`src/rtl/core/ptr_pkg.sv`:
```
package ptr_pkg;

  localparam int NumCols   = 8;
  localparam int NumPlanes = 4;
  localparam int PalRegs   = 4;
  localparam int EntryW    = 6;
  localparam int RegW      = 48;
  localparam int AddrW     = 5;
  localparam int DataW     = 64;
  localparam int ColW      = 3;
  localparam int IdxW      = 4;
  localparam int RgbW      = 24;

  typedef logic [NumCols-1:0][EntryW-1:0] pal_reg_t;

  typedef struct packed {
    logic            valid;
    logic [IdxW-1:0] idx;
    logic            sprite;
    logic [ColW-1:0] col;
    logic            last;
  } cell_t;

  typedef struct packed {
    logic             psel;
    logic             penable;
    logic             pwrite;
    logic [AddrW-1:0] paddr;
    logic [DataW-1:0] pwdata;
  } apb_req_t;

  // colour index of destination column d
  function automatic logic [IdxW-1:0] lane_index(input logic [31:0] planes,
                                                 input logic mirror,
                                                 input logic [ColW-1:0] d);
    logic [ColW-1:0] src;
    logic [ColW-1:0] bitpos;
    logic [IdxW-1:0] idx;
    src    = mirror ? ~d : d;
    bitpos = ~src;
    for (int p = 0; p < NumPlanes; p++) begin
      idx[p] = planes[{p[1:0], bitpos}];
    end
    return idx;
  endfunction

  // two bits per channel, scaled by 0x55
  function automatic logic [RgbW-1:0] expand_rgb(input logic [EntryW-1:0] raw);
    return {{4{raw[1:0]}}, {4{raw[3:2]}}, {4{raw[5:4]}}};
  endfunction

endpackage

```
`src/rtl/core/ptr_in_if.sv`:
```
interface ptr_in_if;
  logic        valid;
  logic        ready;
  logic [31:0] row_planes;
  logic        mirror_horizontal;
  logic        sprite_mode;

  modport source (output valid, row_planes, mirror_horizontal, sprite_mode, input ready);
  modport sink (input valid, row_planes, mirror_horizontal, sprite_mode, output ready);
endinterface

```
`src/rtl/core/ptr_out_if.sv`:
```
interface ptr_out_if;
  logic        valid;
  logic        ready;
  logic [2:0]  pixel_column;
  logic [23:0] pixel_rgb;
  logic        write_enable;
  logic        last_pixel;

  modport source (output valid, pixel_column, pixel_rgb, write_enable, last_pixel,
                  input ready);
  modport sink (input valid, pixel_column, pixel_rgb, write_enable, last_pixel,
                output ready);
endinterface

```
`src/rtl/core/ptr_cell.sv`:
```
module ptr_cell (
  input  logic          clk,
  input  logic          rst,
  input  logic          advance,
  input  logic          load,
  input  ptr_pkg::cell_t load_data,
  input  ptr_pkg::cell_t from_next,
  output ptr_pkg::cell_t cur
);
  import ptr_pkg::*;

  always_ff @(posedge clk) begin
    if (rst) begin
      cur <= '0;
    end else if (load) begin
      cur <= load_data;
    end else if (advance) begin
      cur <= from_next;
    end
  end

endmodule

```
`src/rtl/core/ptr_palette.sv`:
```
module ptr_palette (
  input  logic                        clk,
  input  logic                        rst,
  input  ptr_pkg::apb_req_t           req,
  output logic [ptr_pkg::DataW-1:0]   prdata,
  input  logic [4:0]                  entry,
  output logic [ptr_pkg::EntryW-1:0]  raw
);
  import ptr_pkg::*;

  pal_reg_t pal [PalRegs];

  always_ff @(posedge clk) begin
    if (rst) begin
      for (int i = 0; i < PalRegs; i++) begin
        pal[i] <= '0;
      end
    end else if (req.psel && req.penable && req.pwrite) begin
      pal[req.paddr[4:3]] <= req.pwdata[RegW-1:0];
    end
  end

  assign prdata = {{(DataW-RegW){1'b0}}, pal[req.paddr[4:3]]};
  assign raw    = pal[entry[4:3]][entry[2:0]];

endmodule

```
`src/rtl/core/planar_tile_row_pixel_renderer.sv`:
```
// Takes one four-bitplane tile row per item and sends out eight pixel items, one per
// cycle unless pixel.ready stalls the output, in column order 0..7, the last flagged by
// last_pixel. The row is spread over a chain of eight cells that shifts one pixel a
// cycle, while not stalled, into a registered palette lookup, and a new row is taken
// in the cycle the previous one leaves the chain.
// The four 48-bit palette registers sit at byte addresses 0, 8, 16 and 24 of the
// APB port; sprite rows use entries 16 to 31 and colour index 0 of a sprite row comes
// out with write_enable low and a black colour.
module planar_tile_row_pixel_renderer (
  input  logic        clk,
  input  logic        rst,
  ptr_in_if.sink      row,
  ptr_out_if.source   pixel,
  input  logic        psel,
  input  logic        penable,
  input  logic        pwrite,
  input  logic [4:0]  paddr,
  input  logic [63:0] pwdata,
  output logic [63:0] prdata,
  output logic        pready
);
  import ptr_pkg::*;

  cell_t           cells [NumCols];
  cell_t           load_data [NumCols];
  cell_t           head;
  apb_req_t        req;
  logic            advance;
  logic            load;
  logic [EntryW-1:0] raw;

  assign pready = 1'b1;
  assign req = '{psel: psel, penable: penable, pwrite: pwrite, paddr: paddr,
                 pwdata: pwdata};

  assign advance   = !pixel.valid || pixel.ready;
  assign row.ready = advance && !cells[1].valid;
  assign load      = row.valid && row.ready;
  assign head      = cells[0];

  for (genvar d = 0; d < NumCols; d++) begin : g_chain
    assign load_data[d] = '{valid: 1'b1,
                            idx: lane_index(row.row_planes, row.mirror_horizontal,
                                            ColW'(d)),
                            sprite: row.sprite_mode,
                            col: ColW'(d),
                            last: (d == NumCols - 1)};
    if (d == NumCols - 1) begin : g_tail
      ptr_cell u_cell (
        .clk      (clk),
        .rst      (rst),
        .advance  (advance),
        .load     (load),
        .load_data(load_data[d]),
        .from_next('0),
        .cur      (cells[d])
      );
    end else begin : g_body
      ptr_cell u_cell (
        .clk      (clk),
        .rst      (rst),
        .advance  (advance),
        .load     (load),
        .load_data(load_data[d]),
        .from_next(cells[d+1]),
        .cur      (cells[d])
      );
    end
  end

  ptr_palette u_palette (
    .clk   (clk),
    .rst   (rst),
    .req   (req),
    .prdata(prdata),
    .entry ({head.sprite, head.idx}),
    .raw   (raw)
  );

  always_ff @(posedge clk) begin
    if (rst) begin
      pixel.valid <= 1'b0;
    end else if (advance) begin
      pixel.valid <= head.valid;
    end
  end

  always_ff @(posedge clk) begin
    if (advance) begin
      pixel.pixel_column <= head.col;
      pixel.last_pixel   <= head.last;
      if (head.sprite && head.idx == '0) begin
        pixel.write_enable <= 1'b0;
        pixel.pixel_rgb    <= '0;
      end else begin
        pixel.write_enable <= 1'b1;
        pixel.pixel_rgb    <= expand_rgb(raw);
      end
    end
  end

`ifndef SYNTHESIS
  a_load_fills_tail: assert property (@(posedge clk) disable iff (rst)
    row.valid && row.ready |=> cells[NumCols-1].valid && cells[NumCols-1].last)
    else $error("accepted row did not fill the chain");

  a_chain_contiguous: assert property (@(posedge clk) disable iff (rst)
    !cells[1].valid |-> !cells[2].valid)
    else $error("hole in the cell chain");

  a_last_on_col7: assert property (@(posedge clk) disable iff (rst)
    pixel.valid |-> (pixel.last_pixel == (pixel.pixel_column == 3'd7)))
    else $error("last flag not on column 7");

  a_transparent_black: assert property (@(posedge clk) disable iff (rst)
    pixel.valid && !pixel.write_enable |-> pixel.pixel_rgb == '0)
    else $error("transparent pixel carries colour");
`endif

endmodule
```
`src/flat_wrapper.sv`:
```
// flat-port wrapper written by rule: the top's interface ports become plain ports
module planar_tile_row_pixel_renderer_flat import ptr_pkg::*;
  (clk, rst, psel, penable, pwrite, paddr, pwdata, prdata, pready, row_valid, row_row_planes, row_mirror_horizontal, row_sprite_mode, row_ready, pixel_valid, pixel_pixel_column, pixel_pixel_rgb, pixel_write_enable, pixel_last_pixel, pixel_ready);
  ptr_in_if row_i ();
  ptr_out_if pixel_i ();
  input  logic clk;
  input  logic rst;
  input  logic psel;
  input  logic penable;
  input  logic pwrite;
  input  logic [4:0] paddr;
  input  logic [63:0] pwdata;
  output logic [63:0] prdata;
  output logic pready;
  input wire logic [$bits(row_i.valid)-1:0] row_valid;
  input wire logic [$bits(row_i.row_planes)-1:0] row_row_planes;
  input wire logic [$bits(row_i.mirror_horizontal)-1:0] row_mirror_horizontal;
  input wire logic [$bits(row_i.sprite_mode)-1:0] row_sprite_mode;
  output wire logic [$bits(row_i.ready)-1:0] row_ready;
  output wire logic [$bits(pixel_i.valid)-1:0] pixel_valid;
  output wire logic [$bits(pixel_i.pixel_column)-1:0] pixel_pixel_column;
  output wire logic [$bits(pixel_i.pixel_rgb)-1:0] pixel_pixel_rgb;
  output wire logic [$bits(pixel_i.write_enable)-1:0] pixel_write_enable;
  output wire logic [$bits(pixel_i.last_pixel)-1:0] pixel_last_pixel;
  input wire logic [$bits(pixel_i.ready)-1:0] pixel_ready;
  assign row_i.valid = row_valid;
  assign row_i.row_planes = row_row_planes;
  assign row_i.mirror_horizontal = row_mirror_horizontal;
  assign row_i.sprite_mode = row_sprite_mode;
  assign row_ready = row_i.ready;
  assign pixel_valid = pixel_i.valid;
  assign pixel_pixel_column = pixel_i.pixel_column;
  assign pixel_pixel_rgb = pixel_i.pixel_rgb;
  assign pixel_write_enable = pixel_i.write_enable;
  assign pixel_last_pixel = pixel_i.last_pixel;
  assign pixel_i.ready = pixel_ready;
  planar_tile_row_pixel_renderer u_core (.clk(clk), .rst(rst), .row(row_i), .pixel(pixel_i), .psel(psel), .penable(penable), .pwrite(pwrite), .paddr(paddr), .pwdata(pwdata), .prdata(prdata), .pready(pready));
endmodule
```
`config.mk`:
```
export PLATFORM = sky130hd
export DESIGN_NAME = planar_tile_row_pixel_renderer_flat
export DESIGN_NICKNAME = d
export VERILOG_FILES = /design/src/rtl/core/ptr_pkg.sv /design/src/rtl/core/ptr_in_if.sv /design/src/rtl/core/ptr_out_if.sv /design/src/rtl/core/ptr_cell.sv /design/src/rtl/core/ptr_palette.sv /design/src/rtl/core/planar_tile_row_pixel_renderer.sv /design/src/flat_wrapper.sv
export SDC_FILE = /design/constraint.sdc
export NUM_CORES = 1
export LEC_CHECK = 0
export ABC_AREA = 1
export ABC_CLOCK_PERIOD_IN_PS = 4900
export BUFFER_PORTS_ARGS = -buffer_cell sky130_fd_sc_hd__buf_2
export CORE_UTILIZATION = 45
export DETAILED_ROUTE_END_ITERATION = 10
export PLACE_DENSITY = 0.67
export SYNTH_ARGS = -nofsm -noshare
export SYNTH_HDL_FRONTEND = slang
export SYNTH_HIERARCHICAL = 1
export SYNTH_SLANG_ARGS = --single-unit
```
`constraint.sdc`:
```
create_clock -name clk -period 4.9 [get_ports clk]
set_clock_uncertainty 0.1 [all_clocks]
set_input_delay 0.245 -clock clk [delete_from_list [all_inputs] [get_ports clk]]
set_output_delay 0.245 -clock clk [all_outputs]
set_load 0.05 [all_outputs]
```
After elaboration in Yosys (flattened, before gate mapping)
Memories as Yosys holds them, arrays and structs flattened. A register that Yosys moved wholly into a read port is not among the register bits.
Index checks and enable logic that the tools add are counted.
{ "word_totals": {"regBits": 110, "ram_bits": 192, "in_bits": 110, "out_inout_bits": 96, "elab_cells": 206, "n_memories": 1} }
{ "classes": {"order_cmp": 33, "n_mux": 101, "n_bitwise": 8, "reduce_logical": 12} }
{ "memory_table": {"columns": ["name", "words", "width", "rd", "rd_ports_with_merged_regs", "write_ports", "line", "source"], "rows": [
  ["u_core.u_palette.pal", 4, 48, 2, 1, 4, "ptr_palette.sv:11", "pal_reg_t pal [PalRegs];"]
]} }
{ "op_table": {"columns": ["cell", "n"], "rows": [
  ["10-bit 2-to-1 mux", 16],
  ["1-bit binary-select mux with 3-bit select", 32],
  ["5-bit by 6-bit < comparator with 1-bit output (second input constant)", 16],
  ["3-bit by 6-bit < comparator with 1-bit output (second input constant)", 8],
  ["4-bit by 6-bit < comparator with 1-bit output (second input constant)", 8],
  ["48-bit 2-to-1 mux", 1],
  ["48-bit OR reduction", 1],
  ["1-bit 2-to-1 mux", 39],
  ["3-bit 2-to-1 mux", 8],
  ["3-bit NOT", 8],
  ["6-bit binary-select mux with 3-bit select", 1],
  ["2-bit 2-to-1 mux", 3],
  ["6-bit 2-to-1 mux", 1],
  ["1-bit logical AND", 5],
  ["4-bit logical NOT", 1],
  ["3-bit by 4-bit < comparator with 1-bit output (second input constant)", 1],
  ["1-bit logical NOT", 2],
  ["2-bit nonzero test", 1],
  ["2-bit OR reduction", 1],
  ["1-bit logical OR", 1]
]} }

Logic depth before layout (Yosys ltp)
{ "depth": {"ltp_word": 7, "mapped_depth": 14, "depth_no_buf": 11} }

Hierarchy
Netlist, hierarchy kept.
{ "by_module_without_submodules": {"columns": ["mod", "instances", "cells_per_inst", "area_per_inst_um2", "seq_area_each_um2"], "rows": [
  ["ptr_palette", 1, 1211, 10213.5, 5765.5],
  ["ptr_cell", 8, 75, 493.0, 200.2],
  ["planar_tile_row_pixel_renderer", 1, 142, 1011.0, 350.3]
]} }

Worst setup path after synthesis
Ideal clock, no wire load.
{ "synth_timing": {"path_kind": "input to register", "start": "input port paddr[3]", "end": "memory u_core/u_palette/pal[3][0] (netlist name) (enable)", "setup_ps": 525, "t_arrival_ps": 4372, "required_time_ps": 4275, "path_slack_ps": -98, "cell_stages": 5, "path_buffers": 3, "path_cell_list": "buf_4 -> inv_2 -> buf_2 -> buf_2 -> o31ai_1"} }
{ "synth_rtl": {"columns": ["item", "line", "source"], "rows": [
  ["from (decl)", "flat_wrapper.sv:11", "input logic [4:0] paddr;"],
  ["to (decl)", "ptr_palette.sv:11", null]
]} }

Worst setup path after layout
{ "layout_timing": {"start": "input port paddr[3]", "end": "output port prdata[26]"} }
{ "layout_via": {"elab_chain_len": 1} }
{ "layout_lines": {"columns": ["item", "line", "source"], "rows": [
  ["memory read 4 x 48 bit", null, null],
  ["to (decl)", "flat_wrapper.sv:13", "output logic [63:0] prdata;"]
]} }
No other way between the ends.

==> impl_metrics.yaml <==
run_status:
  status: "complete, no violations"
synthesis:
  syn_area_per_cell_um2: 7.767
  ys_types: 26
  synth_edf_count: 203
  ys_ff_latch: 284
  synth_top_family_by_area: "simple AND/OR/NAND/NOR gates"
  synth_top_flop_cell: "edfxtp_1"
  synth_simple_gate_area_share_pct: 31.82
  synthArstFlopShare_pct: 0
  synth_adder_area_share_pct: 0
  synth_area_mm2: 0.01517
  synthCells: 1953
  synth_xor_area_share_pct: 0
  synth_compound_area_share_pct: 6.277
  yosysWarnings: 6
  yosysSeqAreaShare_pct: 50.88
  synthMuxAreaShare_pct: 0
worst_setup_path:
  arrival_ns: 2.49
  cp.required_ns: 4.55
  rr_startpoint: "u_core/pixel.valid$_SDFFE_PP0P_"
  critPathCaptureType: "primary output"
  path_cells: "buf_2 > inv_2 > buf_4 > o21ai_0 > o22ai_1 > buf_2"
  start_kind: "input port"
  cpMostUsedCell: "buf_2"
  worstSetupStartpoint: "paddr[3]"
  cpMaxStageDelayCell: "inv_2"
  cp_max_fo: 52
  setup.worst_path.class: "input port to primary output"
  max_stage_delay_ns: 0.67
clocking:
  insertion_delay_ns: 0.51
  cts-root-buf: "clkbuf_16"
  ctsHoldBuffers: 26
  clock-sinks: 284
  h-tree-depth: 2
  cts_buffer_depth: 3
  cts_tree: "yes"
  post_cts_resize_count: 0
  post_cts_buffers: 0
  clkTransAtPathRegs_ns: 0.05
  cts_buffers: 34
power:
  powerDensity_mw_per_mm2: 373.9
  ir_worst_vdd_mv: 0.2167
  switchingPower_mw: 1.985
  clockPowerShare_pct: 37.3
  p_int_mw: 4.520
  p_sw_share_pct: 30.52
  leakage_nw: 8.109
  combPwrFrac_pct: 19.2
  p_seq_share_pct: 43.5
cells_and_area:
  final_common_cell: "nand2_1"
  fillers: 3138
  seq_area_mm2: 0.007722
  drive_gt1_share_pct: 12.91
  design_area_mm2: 0.01740
  syn2layout_area_growth_pct: 14.71
  diodes: 0
  multi_input_comb_area_mm2: 0.006066
  final_cell_mix: "532 x nand2_1, 310 x nor2_1, 306 x nand3_1, 203 x edfxtp_1, 169 x buf_2"
  fin_nets: 2232
global_route:
  grt-ovfl-total: 0
  antenna_found_initial: 0
  grt_pass1_vias: 12705
  grt_usage_pct: 24.65
  grt_pass1_wl_um: 65740
  grt_max_degree: 99
route:
  wirelength_um: 42750
  drcViolationCount: 0
  drt_iter0_drc: 1342
  drt_first_pass_iters: 6
  vias_per_cell: 5.248
  num_vias: 13576
  wire_per_inst_um: 16.52
  drtAntennaViolNets: 0
die:
  num_rows: 66
  die_w_um: 185.6
  design.core.area_mm2: 0.03287
  die_area_mm2: 0.03445
  pin_count: 206
  die_h_um: 185.6
  start_util_pct: 46.15
timing:
  max_freq_ghz: 0.3523
  tightest_slew_ns: 1.181
  post-route-period-util_pct: 57.93
  whs_ns: 0.007259
  slew_violations: 0
  finalSetupViolations: 0
  rsz0062_at_grt: "false"
  timing.slew.headroom_pct: 21.27
  min_period_ns: 2.839
  fin_setup_tns_ns: 0
  hold_viol_final: 0
placed_design:
  dpl_cell_area_mm2: 0.01607
  gp_congestion: 0.8104
  port_buffers: 169
  hpwl_um: 25440
hold_path:
  hp-class: "input port to flip-flop"
  hold_start: "pwdata[19]"
job:
  cap_violations: 0
-- Yosys cell counts (2+ instances only) --
| master | instances | share of area, % |
|---|---|---|
| buf_4 | 50 | 2.5 |
| inv_2 | 11 | 0.27 |
| conb_1 | 3 | 0.074 |
| dfxtp_1 | 81 | 11 |
| inv_6 | 8 | 0.46 |
| nand3_1 | 307 | 10 |
| inv_1 | 157 | 3.9 |
| nor2_2 | 2 | 0.082 |
| o22ai_1 | 48 | 2.0 |
| clkbuf_2 | 2 | 0.066 |
| nor2_4 | 8 | 0.59 |
| buf_1 | 4 | 0.099 |
| a21oi_1 | 15 | 0.49 |
| o21ai_0 | 107 | 3.5 |
| o21ai_1 | 5 | 0.16 |
| clkbuf_1 | 39 | 0.97 |
| edfxtp_1 | 203 | 40 |
| buf_6 | 22 | 1.6 |
| nand2_1 | 537 | 13 |
| buf_2 | 29 | 0.96 |
| nor2_1 | 310 | 7.7 |
-- state kept, by name, summed over array words and instances (netlist names) --
| name | cells |
|---|---|
| u_core/pixel.pixel_column | 3 |
| u_core/pixel.last_pixel | 1 |
| u_core/u_palette/pal | 192 |
| u_core/g_chain.g_body.u_cell/cur | 70 |
| u_core/pixel.valid | 1 |
| u_core/pixel.write_enable | 1 |
| u_core/pixel.pixel_rgb | 6 |
| u_core/g_chain.g_tail.u_cell/cur | 10 |
-- metal layers --
metal	track usage (%)	share of wire [%]	vias to the layer above
li1	-	-	6599
met1	31.61	41	6308
met2	41.87	48	583
met3	3.952	8.4	86
met4	9.049	2.7	0
met5	0	0	-
-- area by class of cell --
type                       instances  area share (%)
multi-input combinational       1409           34.86
clock inverter                     9          0.3955
timing repair buffer             216           7.335
inverter                         177           4.070
clock buffer                      50           5.774
sequential                       284           44.38
tap                              442           3.178
-- stage by stage --
step	utilization, %	power [mW]	cells	setup WS, ns
floorplan	-	3.846	2017	0.1066
global placement	48.88	4.086	2502	2.112
detailed placement	48.88	4.104	2502	2.095
CTS	52.94	6.531	2587	2.094
global route	52.94	6.751	2587	1.921
finish	52.94	6.505	2587	2.061
-- power groups by stage --
stage	Sequential, mW	Combinational [mW]	Clock [mW]
after floorplan	2.92	0.929	0
after global placement	2.87	1.21	0
after detailed placement	2.88	1.22	0
after CTS	2.83	1.24	2.46
after global routing	2.85	1.35	2.54
final	2.83	1.25	2.43
-- critical path, delay by kind of cell --
| family | cells | cell delay (ns) |
|---|---|---|
| buffers and inverters | 4 | 1.84 |
| AOI/OAI and AO/OA | 2 | 0.37 |
-- worst paths after layout --
kind | end | slack [ns] | cells after the start
worst max-delay path | prdata[26] | 2.06 | 6
worst min-delay path | u_core/u_palette/pal[2][19]$_SDFFCE_PN0P_ | 0.007 | 3
worst max register to register | u_core/g_chain[5].g_body.u_cell/cur[0]$_SDFFE_PP0P_ | 2.27 | 9
worst min register to register | u_core/pixel.pixel_column[1]$_DFFE_PP_ | 0.33 | 0
-- cells by family (layout without fill, tap and decap cells) --
kind of cell / Yosys count / after routing
flip-flops: 284 / 284
other: 3 / 67
buffers and inverters: 324 / 452
AND/OR/NAND/NOR: 1165 / 1165
AO/OA/AOI/OAI: 177 / 177
Note: power is estimated with default switching activity, not from simulation.
